===== config.mk =====
export PLATFORM = sky130hd
export DESIGN_NAME = cetb_queue
export DESIGN_NICKNAME = d
export VERILOG_FILES = /design/src/rtl/core/cetb_pkg.sv /design/src/rtl/core/cetb_queue.sv
export SDC_FILE = /design/constraint.sdc
export NUM_CORES = 1
export LEC_CHECK = 0
export ABC_CLOCK_PERIOD_IN_PS = 3330
export BUFFER_PORTS_ARGS = -buffer_cell sky130_fd_sc_hd__buf_4
export CAP_MARGIN = 20
export CORE_MARGIN = 3
export CORE_UTILIZATION = 59
export CTS_CLUSTER_SIZE = 14
export DETAILED_ROUTE_END_ITERATION = 7
export PLACE_DENSITY_LB_ADDON = 0.08
export SLEW_MARGIN = 0
export SYNTH_ARGS = -nofsm -noshare
export SYNTH_HDL_FRONTEND = slang
export SYNTH_SLANG_ARGS = --single-unit

===== constraint.sdc =====
create_clock -name clk -period 3.33 [get_ports clk]
set_input_delay 0.1665 -clock clk [delete_from_list [all_inputs] [get_ports clk]]
set_output_delay 0.1665 -clock clk [all_outputs]
set_load 0.02 [all_outputs]

===== src/rtl/core/cetb_pkg.sv =====
`timescale 1ns / 1ps
`default_nettype none
// ----------------------------------------------------------------------------
// Circular event trace buffer package
// Shared types and constants for the trace buffer front end, command queue
// and record store.
// ----------------------------------------------------------------------------
package cetb_pkg;

  localparam int TRACE_DEPTH_DEF = 256;
  localparam int CMD_QUEUE_DEPTH = 4;

  typedef enum logic [1:0] {
    MODE_START = 2'd0,
    MODE_EVENT = 2'd1,
    MODE_STOP  = 2'd2,
    MODE_READ  = 2'd3
  } mode_t;

  typedef struct packed {
    logic [63:0] tstamp;
    logic [31:0] code;
    logic [31:0] value;
  } rec_t;

  typedef struct packed {
    logic is_write;
    logic hit;
    logic last;
  } cmd_ctl_t;

endpackage

`default_nettype wire


===== src/rtl/core/cetb_queue.sv =====
`timescale 1ns / 1ps
`default_nettype none
// ----------------------------------------------------------------------------
// Trace buffer command queue
// Short first-in first-out queue between the front end and the record store.
// ----------------------------------------------------------------------------
module cetb_queue
  import cetb_pkg::*;
#(
  parameter int WIDTH = 8,
  parameter int DEPTH = CMD_QUEUE_DEPTH
) (
  input  wire logic             clk,
  input  wire logic             rst,
  input  wire logic             push,
  input  wire logic [WIDTH-1:0] wdata,
  input  wire logic             pop,
  output logic [WIDTH-1:0]      rdata,
  output logic                  not_empty,
  output logic                  full
);

  localparam int PW = (DEPTH > 1) ? $clog2(DEPTH) : 1;
  localparam int CW = $clog2(DEPTH + 1);

  logic [WIDTH-1:0] slots [DEPTH];
  logic [PW-1:0]    wr_ptr;
  logic [PW-1:0]    rd_ptr;
  logic [CW-1:0]    count;

  assign not_empty = (count != '0);
  assign full      = (count == CW'(DEPTH));
  assign rdata     = slots[rd_ptr];

  always_ff @(posedge clk) begin
    if (push) begin
      slots[wr_ptr] <= wdata;
    end
  end

  always_ff @(posedge clk) begin
    if (rst) begin
      wr_ptr <= '0;
      rd_ptr <= '0;
      count  <= '0;
    end else begin
      if (push) begin
        wr_ptr <= (wr_ptr == PW'(DEPTH - 1)) ? '0 : wr_ptr + 1'b1;
      end
      if (pop) begin
        rd_ptr <= (rd_ptr == PW'(DEPTH - 1)) ? '0 : rd_ptr + 1'b1;
      end
      if (push && !pop) begin
        count <= count + 1'b1;
      end else if (pop && !push) begin
        count <= count - 1'b1;
      end
    end
  end

endmodule

`default_nettype wire


Yosys cells after proc, flatten, opt, wreduce, memory -nomap -nowiden
Memories as Yosys holds them, arrays and structs flattened. A register that Yosys moved wholly into a read port is not among the register bits.
Cells that the tools add are included.
W data, S select, Z words.
{ "classes": {"eq_ne": 3, "add_sub_neg": 4, "n_mux": 8, "reduce_logical": 6} }
{ "op_table": {"columns": ["op", "n"], "rows": [
  ["$mux W2", 4],
  ["$mux W3", 2],
  ["$add A2 B1 Y2 const B", 2],
  ["$eq A2 B2 Y1 const B", 2],
  ["$add A3 B1 Y3 const B", 1],
  ["$eq A3 B3 Y1 const B", 1],
  ["$reduce_bool A3 Y1", 1],
  ["$sub A3 B1 Y3 const B", 1],
  ["$logic_and A1 B1 Y1", 2],
  ["$logic_not A1 Y1", 2],
  ["$mux W1", 2],
  ["$reduce_bool A2 Y1", 1]
]} }
{ "word_totals": {"ram_bits": 32, "register_bits": 7, "out_inout_bits": 10, "n_memories": 1, "input_bits": 12, "word_cells": 25} }
{ "memory_table": {"columns": ["memory", "words", "width", "read_ports", "rd_clocked_by_memory_dff", "write_ports", "line_no", "rtl"], "rows": [
  ["slots", 4, 8, 1, 1, 1, "cetb_queue.sv:26", "logic [WIDTH-1:0] slots [DEPTH];"]
]} }

Logic depth before layout (Yosys ltp)
{ "logic_depth": {"word_depth": 4, "depth_mapped": 7, "mapped_depth_nobuf": 7} }

Worst setup path before layout
No wires, ideal clock.
{ "synth_path": {"path_kind": "input port to flip-flop", "startpoint": "input pop", "endpoint": "register count[2]", "setup_slack_ns": 1.902, "stages": 7, "required_time_ns": 3.260, "setup_ns": 0.070, "t_arrival_ns": 1.358, "n_path_buf": 0, "path_cell_list": "inv_1 > ha_1 > inv_1 > fa_1 > xor2_1 > or3_1 > a21oi_1"} }
{ "synth_between": {"elab_chain_len": 3, "word_cells_on_any_way": 5, "cone_classes": "mux: 1; reduce/logical: 4"} }
{ "synth_rtl": {"columns": ["element", "line_no", "rtl"], "rows": [
  ["start: declaration", "cetb_queue.sv:17", "input wire logic pop,"],
  ["$logic_not A1 Y1", "cetb_queue.sv:53", "if (push && !pop) begin"],
  ["$logic_and A1 B1 Y1", "cetb_queue.sv:53", null],
  ["$mux W3 or $reduce_bool A2 Y1 (tied branches)", null, null],
  ["end signal: assignment", "cetb_queue.sv:54", "count <= count + 1'b1;"],
  ["end signal: assignment", "cetb_queue.sv:56", "count <= count - 1'b1;"],
  ["end: declaration", "cetb_queue.sv:29", "logic [CW-1:0] count;"]
]} }
Several ways; a longest one is shown, not always the timed one.
A chain may end at the register's enable or synchronous reset.

==> metrics <==
outcome=finished, final reports clean; maximum fanout along the worst path=8; vias in the first global route=763; Worst Path Arrival=1.76 ns; Synth Net Count=105; Core ar.=2520 µm²; CTS tree=built; Num CTS Buffers=5; final setup TNS=0 ns; DRC viols=0; max cap viols=0; cells after synthesis=86; ANT cells=0; average size of a mapped cell=18.6 µm²; layout cell share with drive strength beyond 1=30.8%; Port-buffer cells=21; adder-cell area share of the yosys netlist=5.95%; I/O pins=22; first-pass GRT wire length=3.81 mm; Peak VDD IR=0.000414 V; fmax=0.519 GHz; Synth area leader=edfxtp_1; endpoints failing setup=0; Pwr per Cell Area=519 nW/µm²; xor/xnor share of the synthesized area=1.10%; pin count of the biggest net entering global routing=13; GP Congestion=0.645; non-filler cells, final=147; Routed WL per cell=15.8 µm; sequential share of the synthesized area=71.4%; post-CTS setup buffers=0; final-report hold violation count=0; Critical Path RT=3.16 ns; synth warn=0; Yosys reg bits=41; Core Rows=18; Rel. slew slack=65.2%; Layout Nets=135; Pre-Repair DR Iteration Count=3; CTS max path bufs=2; Final period util=57.8%; minimum hold slack=0.0286 ns; most common cell after layout, fill and taps aside=edfxtp_1; Yosys cell types=16; detailed placer's ending HPWL=1.65 mm; total track usage=16.4%; initial drt markers=18; full die area=3370 µm²; Setup crit start kind=flip-flop; # placed instances=135; post-cts resize count=0; Cell Area, Synth=1600 µm²; Die Height=58.1 µm; Worst-Skew Late Latency=0.33 ns; Initial Util=63.4%; Slew Limit Fails=0; Tightest Pin Transition=0.521 ns; commonest cells after routing, fill and taps aside=32 x edfxtp_1, 21 x buf_4, 9 x dfxtp_1, 8 x mux4_2, 7 x nor2_1; top cell type's share of synthesized area=60.1%; mux share of post-synthesis cell area=13.8%; Simple-Gate Fraction of Synth Area=4.93%; Compound-Gate Fraction of Synth Area=0.939%; Reg clk slew, reported paths=0.11 ns; gr ovfl total=0; DRT Wirelength=2.32 mm; clk_skew=0.00342 ns; Vias/cell=5.42; Worst setup EP type=output port; Die Width=58.1 µm; # clock sinks=41; H-tree level count=2; Detail Route Antenna Nets=0; Clock Root Buffer=clkbuf_4; fin crit period=1.93 ns; via count=797; hold_buf cts=0; main combinational cell family by area after synthesis=multiplexers; Area Growth Syn to Fin=16.9%; initial antenna violation count=0; top cells by area, synth=edfxtp_1 60%, dfxtp_1 11%, mux4_2 11%, ha_1 4.7%, mux2i_1 2.5%; worst hold path type=primary input to flip-flop; kind of critical path=flip-flop to output port; RSZ-0062 raised after global routing=no; leakage=0.000702 µW
[critical path, stage by stage (launching register included)]
cell,delay (ns)
dfxtp_1,0.66
mux4_2,0.58
buf_4,0.17
[Yosys cell counts]
cell type	number
clkbuf_2	1
nor2_1	7
mux4_2	8
buf_6	1
ha_1	6
nor3b_1	2
or3_1	2
dfxtp_1	9
o21ai_0	1
fa_1	1
inv_1	4
mux2i_1	4
xor2_1	2
a21oi_1	2
edfxtp_1	32
and2_1	4
[state kept, by name, indices dropped and copies added (netlist names), named ones only]
| register | cells |
|---|---|
| slots | 32 |
| count | 3 |
| rd_ptr | 2 |
| wr_ptr | 2 |
[per-stage QoR]
| step | setup slack, ns | instance area [µm²] | utilization (%) | total power (µW) |
|---|---|---|---|---|
| finish | 1.40 | 1870 | 74.1 | 971 |
| global route | 1.24 | 1870 | 74.1 | 1030 |
| CTS | 1.34 | 1830 | 72.5 | 978 |
| detailed placement | 1.67 | 1780 | 70.5 | 758 |
| global placement | 1.72 | 1780 | 70.5 | 752 |
| floorplan | 1.90 | 1600 | - | 700 |
[area by class of cell]
type	count	area [µm²]
repair buffers	25	198
flip-flops and latches	41	1140
inverters	4	15.0
clock buffers	6	41.3
multi-input cells	39	427
clock inverters	2	10.0
fillers	164	653
well taps	30	37.5
[cell families after synthesis]
kind of cell	Yosys count
AOI/OAI and AO/OA	3
xor gates and xnor gates	2
adders and majority gates	7
buffers and inverters	6
DFF	41
muxes	12
and+or+nand+nor	15
[where the power goes]
part | switching (µW) | leakage, µW | total, µW | internal (µW)
Sequential | 21.0 | 0.000368 | 603 | 582
Combinational | 70.0 | 0.000302 | 144 | 74.3
Clock | 143 | 0.0000320 | 224 | 80.5
Total | 234 | 0.000702 | 971 | 736
[metal layers]
layer | vias to the layer above | track usage, % | share of wire (%)
met5 | - | 0 | 0
met4 | 0 | 10.9 | 2.5
met3 | 5 | 5.12 | 5.1
met2 | 18 | 26.1 | 52
met1 | 391 | 19.1 | 40
li1 | 383 | - | -
[worst paths after layout]
check / cells past startpoint / to / slack, ns / from
max: 2 / rdata[3] / 1.40 / flip-flop
min: 1 / slots[1][1] / 0.03 / wdata[1]
max reg2reg: 4 / count[2] / 1.85 / count[0]
min reg2reg: 2 / count[2] / 0.51 / count[2]
(Power assumes the default switching activity.)
