--- src/rtl/core/cetb_pkg.sv ---
`timescale 1ns / 1ps
`default_nettype none
// ----------------------------------------------------------------------------
// Circular event trace buffer package
// Shared types and constants for the trace buffer front end, command queue
// and record store.
// ----------------------------------------------------------------------------
package cetb_pkg;

  localparam int TRACE_DEPTH_DEF = 256;
  localparam int CMD_QUEUE_DEPTH = 4;

  typedef enum logic [1:0] {
    MODE_START = 2'd0,
    MODE_EVENT = 2'd1,
    MODE_STOP  = 2'd2,
    MODE_READ  = 2'd3
  } mode_t;

  typedef struct packed {
    logic [63:0] tstamp;
    logic [31:0] code;
    logic [31:0] value;
  } rec_t;

  typedef struct packed {
    logic is_write;
    logic hit;
    logic last;
  } cmd_ctl_t;

endpackage

`default_nettype wire

--- src/rtl/core/cetb_if.sv ---
`timescale 1ns / 1ps
`default_nettype none
// ----------------------------------------------------------------------------
// Circular event trace buffer channels
// Valid/ready channels for trace input transactions and record results.
// ----------------------------------------------------------------------------
interface cetb_evt_if;
  logic        valid;
  logic        ready;
  logic [1:0]  mode;
  logic [31:0] event_code;
  logic [31:0] event_value;
  logic [63:0] timestamp;

  modport source (output valid, mode, event_code, event_value, timestamp, input ready);
  modport sink   (input valid, mode, event_code, event_value, timestamp, output ready);
endinterface


`default_nettype wire

--- src/rtl/core/cetb_front.sv ---
`timescale 1ns / 1ps
`default_nettype none
// ----------------------------------------------------------------------------
// Trace buffer front end
// Accepts input transactions, keeps the recording and readout pointers and
// issues write and read commands to the record store.
// ----------------------------------------------------------------------------
module cetb_front
  import cetb_pkg::*;
#(
  parameter int TRACE_DEPTH = TRACE_DEPTH_DEF,
  parameter int AW          = $clog2(TRACE_DEPTH),
  parameter int LW          = $clog2(TRACE_DEPTH + 1)
) (
  input  wire logic     clk,
  input  wire logic     rst,
  cetb_evt_if.sink      evt,
  input  wire logic     q_full,
  output logic          push,
  output cmd_ctl_t      ctl,
  output logic [AW-1:0] addr,
  output rec_t          rec
);

  logic          enabled;
  logic          wrapped;
  logic [AW-1:0] wp;
  logic [AW-1:0] rp;
  logic [LW-1:0] left;

  logic          accept;
  logic [AW-1:0] wp_next;
  logic [AW-1:0] rp_next;
  logic          rd_hit;

  assign evt.ready = !q_full;
  assign accept    = evt.valid && !q_full;
  assign wp_next   = (wp == AW'(TRACE_DEPTH - 1)) ? '0 : wp + 1'b1;
  assign rp_next   = (rp == AW'(TRACE_DEPTH - 1)) ? '0 : rp + 1'b1;
  assign rd_hit    = !enabled && (left != '0);

  always_comb begin
    push         = 1'b0;
    ctl.is_write = 1'b0;
    ctl.hit      = 1'b0;
    ctl.last     = 1'b0;
    addr         = rp;
    rec.tstamp   = evt.timestamp;
    rec.code     = evt.event_code;
    rec.value    = evt.event_value;
    unique case (mode_t'(evt.mode))
      MODE_START: begin
        push = 1'b0;
      end
      MODE_EVENT: begin
        push         = accept && enabled;
        ctl.is_write = 1'b1;
        addr         = wp;
      end
      MODE_STOP: begin
        push = 1'b0;
      end
      MODE_READ: begin
        push     = accept;
        ctl.hit  = rd_hit;
        ctl.last = rd_hit && (left == LW'(1));
      end
      default: begin
        push = 1'b0;
      end
    endcase
  end

  always_ff @(posedge clk) begin
    if (rst) begin
      enabled <= 1'b0;
      wrapped <= 1'b0;
      wp      <= '0;
      rp      <= '0;
      left    <= '0;
    end else if (accept) begin
      unique case (mode_t'(evt.mode))
        MODE_START: begin
          enabled <= 1'b1;
          wrapped <= 1'b0;
          wp      <= '0;
          left    <= '0;
        end
        MODE_EVENT: begin
          if (enabled) begin
            wp <= wp_next;
            if (wp_next == '0) begin
              wrapped <= 1'b1;
            end
          end
        end
        MODE_STOP: begin
          enabled <= 1'b0;
          if (wrapped) begin
            rp   <= wp;
            left <= LW'(TRACE_DEPTH);
          end else begin
            rp   <= '0;
            left <= LW'(wp);
          end
        end
        MODE_READ: begin
          if (rd_hit) begin
            rp   <= rp_next;
            left <= left - 1'b1;
          end
        end
        default: begin
          enabled <= enabled;
        end
      endcase
    end
  end

endmodule

`default_nettype wire

--- src/flat_wrapper.sv ---
// flat-port wrapper written by rule: the top's interface ports become plain ports
module cetb_front_flat import cetb_pkg::*;
#(
  parameter int TRACE_DEPTH = TRACE_DEPTH_DEF,
  parameter int AW          = $clog2(TRACE_DEPTH),
  parameter int LW          = $clog2(TRACE_DEPTH + 1)
)
  (clk, rst, q_full, push, ctl, addr, rec, evt_valid, evt_mode, evt_event_code, evt_event_value, evt_timestamp, evt_ready);
  cetb_evt_if evt_i ();
  input  wire logic clk;
  input  wire logic rst;
  input  wire logic q_full;
  output logic push;
  output cmd_ctl_t ctl;
  output logic [AW-1:0] addr;
  output rec_t rec;
  input wire logic [$bits(evt_i.valid)-1:0] evt_valid;
  input wire logic [$bits(evt_i.mode)-1:0] evt_mode;
  input wire logic [$bits(evt_i.event_code)-1:0] evt_event_code;
  input wire logic [$bits(evt_i.event_value)-1:0] evt_event_value;
  input wire logic [$bits(evt_i.timestamp)-1:0] evt_timestamp;
  output wire logic [$bits(evt_i.ready)-1:0] evt_ready;
  assign evt_i.valid = evt_valid;
  assign evt_i.mode = evt_mode;
  assign evt_i.event_code = evt_event_code;
  assign evt_i.event_value = evt_event_value;
  assign evt_i.timestamp = evt_timestamp;
  assign evt_ready = evt_i.ready;
  cetb_front #(.TRACE_DEPTH(TRACE_DEPTH), .AW(AW), .LW(LW)) u_core (.clk(clk), .rst(rst), .evt(evt_i), .q_full(q_full), .push(push), .ctl(ctl), .addr(addr), .rec(rec));
endmodule
--- config.mk ---
export PLATFORM = sky130hd
export DESIGN_NAME = cetb_front_flat
export DESIGN_NICKNAME = d
export VERILOG_FILES = /design/src/rtl/core/cetb_pkg.sv /design/src/rtl/core/cetb_if.sv /design/src/rtl/core/cetb_front.sv /design/src/flat_wrapper.sv
export SDC_FILE = /design/constraint.sdc
export NUM_CORES = 1
export LEC_CHECK = 0
export CAP_MARGIN = 0
export CORE_AREA = 8 8 101 103
export DETAILED_ROUTE_END_ITERATION = 12
export DIE_AREA = 0 0 109 111
export DONT_BUFFER_PORTS = 1
export PLACE_DENSITY = 0.53
export SLEW_MARGIN = 20
export SYNTH_ARGS = -nofsm -noshare
export SYNTH_HDL_FRONTEND = slang
export SYNTH_SLANG_ARGS = --single-unit
--- constraint.sdc ---
create_clock -name clk -period 2 [get_ports clk]
set_clock_uncertainty 0.2 [all_clocks]
set_input_delay 0.1 -clock clk [delete_from_list [all_inputs] [get_ports clk]]
set_output_delay 0.1 -clock clk [all_outputs]
set_load 0.01 [all_outputs]
# --- Word-level counts from Yosys, hierarchy flattened ---
# Cells that the tools add are included.
# Widths: inputs -> output; s select.
classes:
  n_mux: 18
  addsub: 3
  n_eq_ne: 9
  reduce_logical: 19
ops:
  columns: ["operator", "count"]
  rows:
  - ["$mux 8", 6]
  - ["$pmux 8 s2", 2]
  - ["$pmux 9 s3", 1]
  - ["$mux 9", 2]
  - ["$add 8x1->8 const B", 2]
  - ["$eq 8x8->1 const B", 2]
  - ["$eq 9x1->1 const B", 1]
  - ["$reduce_and 3->1", 3]
  - ["$reduce_bool 9->1", 1]
  - ["$sub 9x1->9 const B", 1]
  - ["$logic_not 8->1", 1]
  - ["$ne 2x1->1 const B", 3]
  - ["$reduce_bool 2->1", 3]
  - ["$eq 2x2->1 const B", 2]
  - ["$logic_and 1x1->1", 4]
  - ["$pmux 1 s2", 2]
  - ["$reduce_and 4->1", 1]
  - ["$mux 1", 3]
  - ["$pmux 1 s3", 1]
  - ["$reduce_bool 3->1", 1]
  - ["$eq 2x1->1 const B", 1]
  - ["$logic_not 1->1", 2]
  - ["$logic_not 2->1", 1]
  - ["$mux 2", 1]
  - ["other kinds (2)", 2]
totals:
  out_inout_bits: 141
  register_bits: 27
  wordCells: 54

# --- Depth between registers and ports, before layout ---
depth:
  depth_word: 6
  mapped_depth: 7
  ltp_nobuf: 6

# --- Worst setup path after synthesis ---
# Ideal clock, no wire load.
synth_timing:
  path_type: "reg-to-reg"
  startpoint: "register u_core.wp[1]"
  endpoint: "register u_core.wrapped"
  t_required_ns: 1.713
  stages_incl_launch_ff: 7
  synth_period_minus_slack_ns: 1.970
  t_arrival_ns: 1.683
  slack_ns: 0.030
  path_cell_list: "dfxtp_1 ha_1 buf_2 nand3_1 xnor2_1 or4_1 o31ai_1"
synth_via:
  elab_chain_len: 5
  elab_cells_between_ends: 6
  classes_between: "add/sub (1); eq/ne (2); mux (1); reduce/logical (2)"
synth_lines:
  columns: ["item", "line_no", "rtl"]
  rows:
  - ["start, declared", "cetb_front.sv:27", "logic [AW-1:0] wp;"]
  - ["start signal, assigned", "cetb_front.sv:91", "wp <= wp_next;"]
  - ["$add 8x1->8 or $eq 8x8->1 (tied branches)", "cetb_front.sv:38", "assign wp_next = (wp == AW'(TRACE_DEPTH - 1)) ? '0 : wp + 1'b1;"]
  - ["$mux 8 (*)", "cetb_front.sv:38", null]
  - ["$logic_not 8->1 (*)", "cetb_front.sv:92", "if (wp_next == '0) begin"]
  - ["$ne 2x1->1 (no source line) (*)", null, null]
  - ["$reduce_and 4->1 (no source line) (*)", null, null]
  - ["end signal, assigned", "cetb_front.sv:77", "wrapped <= 1'b0;"]
  - ["end signal, assigned", "cetb_front.sv:85", "wrapped <= 1'b0;"]
  - ["end signal, assigned", "cetb_front.sv:93", "wrapped <= 1'b1;"]
  - ["end, declared", "cetb_front.sv:26", "logic wrapped;"]
# Mark *: on every way between the ends. The rest lies on a longest branch, timed or not.
# A chain may end at the register's enable or synchronous reset.

# --- Worst setup path in the final report ---
layout_timing:
  startpoint: "input port evt_mode[1]"
  endpoint: "register u_core.wrapped"
layout_via:
  elab_chain_len: 3
  elab_cells_between_ends: 7
  classes_between: "eq/ne (3); mux (1); reduce/logical (3)"
layout_lines:
  columns: ["item", "line_no", "rtl"]
  rows:
  - ["start, declared", "flat_wrapper.sv:18", "input wire logic [$bits(evt_i.mode)-1:0] evt_mode;"]
  - ["$eq 2x1->1 or $logic_not 2->1 (tied branches)", "cetb_front.sv:82", "unique case (mode_t'(evt.mode))"]
  - ["$ne 2x1->1 (no source line) or $reduce_bool 2->1 (tied branches)", null, null]
  - ["$reduce_and 4->1 (no source line)", null, null]
# Parallel ways exist; a longest one is shown, timed or not.

==> metrics list <==
* Share of the yosys chip area belonging to registers: 0.179
- The floorplan step defined a die boundary enclosing 12,100 um2.
* Port Buf Inserts: 0
- TritonCTS built the clock tree.
* Number of global-route vias before repair: 2,311
- STA classifies the critical path startpoint as an input pin.
* Library cells used by synthesis: 65
* Hold Violations, Final: 0
- The total count of max-transition violations in the final report came to 0.
- Number of flops mapped to enable cells by yosys: 0
- The number of nets in the synthesized netlist is 539.
- The worst hold path begins at evt_event_value[12].
- The synthesized netlist occupies a cell area of 3030 um2.
- Share of the core filled with cells: 0.301
- Initial antenna violation count: 0
* Wire length per cell: 19.0 um
- Cell total after placement: 386
- After detailed routing, the number of remaining DRC violations is 0.
- Fmax achieved: 519 MHz
- CTS built an H-tree with a depth of 1.
* Cell at the root of the clock tree: clkbuf_8
- Across the run, the number of max-cap violations was 0.
- In this run the worst path has a maximum fanout of 8.
- In the final design database the tool counted 437 nets.
- The share of synthesized area in the top cell type comes to 0.320.
- The run finished with clean final reports.
* Maximum number of pins on one net before global-route repair: 25
* Total clock sinks: 27
* Cell family with the largest share of critical-path delay: simple AND/OR/NAND/NOR gates
- The highest metal layer carrying signal wires in the routed design is met4.
* Share of async-settable or async-resettable flops after synthesis: 0
- After detailed routing, the number of vias per cell comes to 5.78.
- Required time reported for the critical path endpoint: 2000 ps
- Yosys synthesis warning count: 0
* Final routed wirelength across all metal layers: 7.69 mm
- The initial utilization of the core area, before any placement, comes to 0.354.
- Traced cell by cell, the critical path runs through dlygate4sd3_1 > and4bb_4 > nand2_4 > or4_1 > o31ai_1.
* Slowest cell on the critical path: dlygate4sd3_1
- Top cell type by total area after synthesis: buf_4
- Commonest cells after routing, fill and taps aside: nand2_1, buf_4, dfxtp_1
* Final period utilization: 0.963
- Unrepaired setup endpoints after global routing: yes
* Most used DFF post-synth: dfxtp_1
- The finished cells cover 2570 um2.
- Clock insertion delay at the later pin of the skew report: 270 ps
- The synthesized design contains 27 register bits.
- DRT Pass-1 Iters: 5
- The detail route stage leaves a number of antenna-violating nets equal to 0.
- Routed metal-1 wire length: 3.10 mm
- The number of clock buffers added by TritonCTS is 3.
- Synthesized instance count: 399
- Measured along the y axis, the die boundary spans 111 um.
* Routed length on met3: 716 um
- The routed design uses 3.56 mm of met2 wire.
- Tracing the worst setup path back leads to its startpoint at evt_mode[1].
* Remaining max-slew budget at the tightest pin: 0.375
* Wire length of the first global-routing pass: 12.4 mm
- Overall via count from detail_route: 2,335
- Clock input transition at the sequential cells of the worst setup and hold paths: 90 ps
- Signed area change from the synthesized netlist to the final layout: -15.0%
* Mean instance size in the synthesized netlist: 7.59 um2
- Routability-driven placement finished with a final weighted congestion of 0.844.
* Slowest cell delay on critical path: 630 ps
* Sum of overflow across all layers after global routing: 0
- The path class of the tightest hold or removal check is in2out.
* Finished Layout Cells: 404
- For the pin with the worst max-slew slack, the measured transition is 935 ps.
- Arrival time at the worst endpoint: 1920 ps
- After the first detailed-routing iteration, the DRC count stood at 150.
- Leading cell type in the layout, fill and taps excluded: nand2_1
- Fraction of final layout cells with drive strength greater than 1: 0.203
* Worst hold slack: 0.00346 ps
* Type of destination of the critical path: flip-flop
- The number of antenna diodes in the final layout is 0.
- Counting both buffers and inverters, the worst setup path holds a total of 1.
- In the final timing run, aggregate negative setup slack is 0 ps.
- Row cnt: 34
* Startpoint of the lowest-slack register-to-register path: u_core.left[5]$_SDFFE_PP0P_
- Final critical delay including setup and external delays: 1930 ps
- Power density cells: 493 nW/um2
* Worst supply voltage drop on vdd: 0.189 mV
* Worst-case clock buffer depth: 2
* Number of setup violations in the final report: 0
- Cell Area, Placed: 2310 um2
- In the post-synthesis netlist, the biggest area contributors are buf_4, dfxtp_1, nand2_1.
* HPWL after detailed placement: 5.50 mm
- In this run the static leakage power is 0.954 nW.
- Boundary pin count: 275
- In the global route stage, overall resource usage came out at 0.125.
* Core Region: 8550 um2
* WS Path Type: in2reg
* Reg-to-reg setup timing slack: 80 ps
- The floorplan step set the die width to 109 um.
per-layer routing:
metal	vias up	track usage
met5	-	0
met2	112	0.193
li1	1075	-
met4	0	0.0694
met1	1102	0.147
met3	46	0.0401
repair_timing:
item | in CTS | in global routing
endpoints found under the setup margin | 2 | 15
pin swaps | 2 | 4
hold buffers | 11 | 1
resized for setup | 2 | 20
buffers inserted | 1 | 2
hold endpoints to repair | 26 | 2
area by class of cell:
type	count	area, um2
flip-flops and latches	27	549
inverters	10	37.5
multi-input cells	212	1450
fillers	916	5980
clock buffers	4	45.0
repair buffers	43	353
well taps	108	135
Yosys cell counts, types with 4 or more instances:
master / number
nor2_1: 8
buf_4: 129
o22ai_1: 4
nand3_1: 17
clkbuf_1: 12
dfxtp_1: 27
buf_2: 7
ha_1: 6
nor3_1: 9
a311oi_1: 5
o31ai_1: 4
nand2_1: 42
or3_1: 8
a21oi_1: 17
nor3b_1: 5
inv_1: 10
nand3b_1: 4
a22oi_1: 4
o21ai_0: 9
a211oi_1: 5
worst paths after layout:
kind,endpoint,cells after the start
setup / recovery,u_core.wrapped$_SDFFE_PP0P_,5
hold / removal,rec[12],0
setup reg to reg,u_core.rp[4]$_SDFFE_PP0P_,6
hold reg to reg,u_core.rp[3]$_SDFFE_PP0P_,2
flip-flops by register name (all words and copies together) (netlist names):
name and flops:
u_core.left 9, u_core.wp 8, u_core.rp 8, u_core.enabled 1
u_core.wrapped 1
where the power goes:
part	internal [W]	switching [W]	leakage (nW)
combinational	0.000167	0.000191	0.710
clock	0.000143	0.000178	0.0228
sequential	0.000559	0.0000303	0.221
kinds of logic after synthesis:
kind of cell	Yosys count	synth area share
compound gates	78	0.186
xor+xnor	6	0.0174
fa+ha+maj	6	0.0248
buf+inv	160	0.366
flops	27	0.179
simple gates	122	0.228
per-stage QoR:
stage          total power, W  setup slack [ps]
2_1_floorplan         0.00106              30.3
3_3_place_gp         0.000878              57.5
3_5_place_dp         0.000881              4.17
4_1_cts               0.00124              7.73
5_1_grt               0.00134             -10.6
6_report              0.00127              74.3
(Power assumes the default switching activity.)
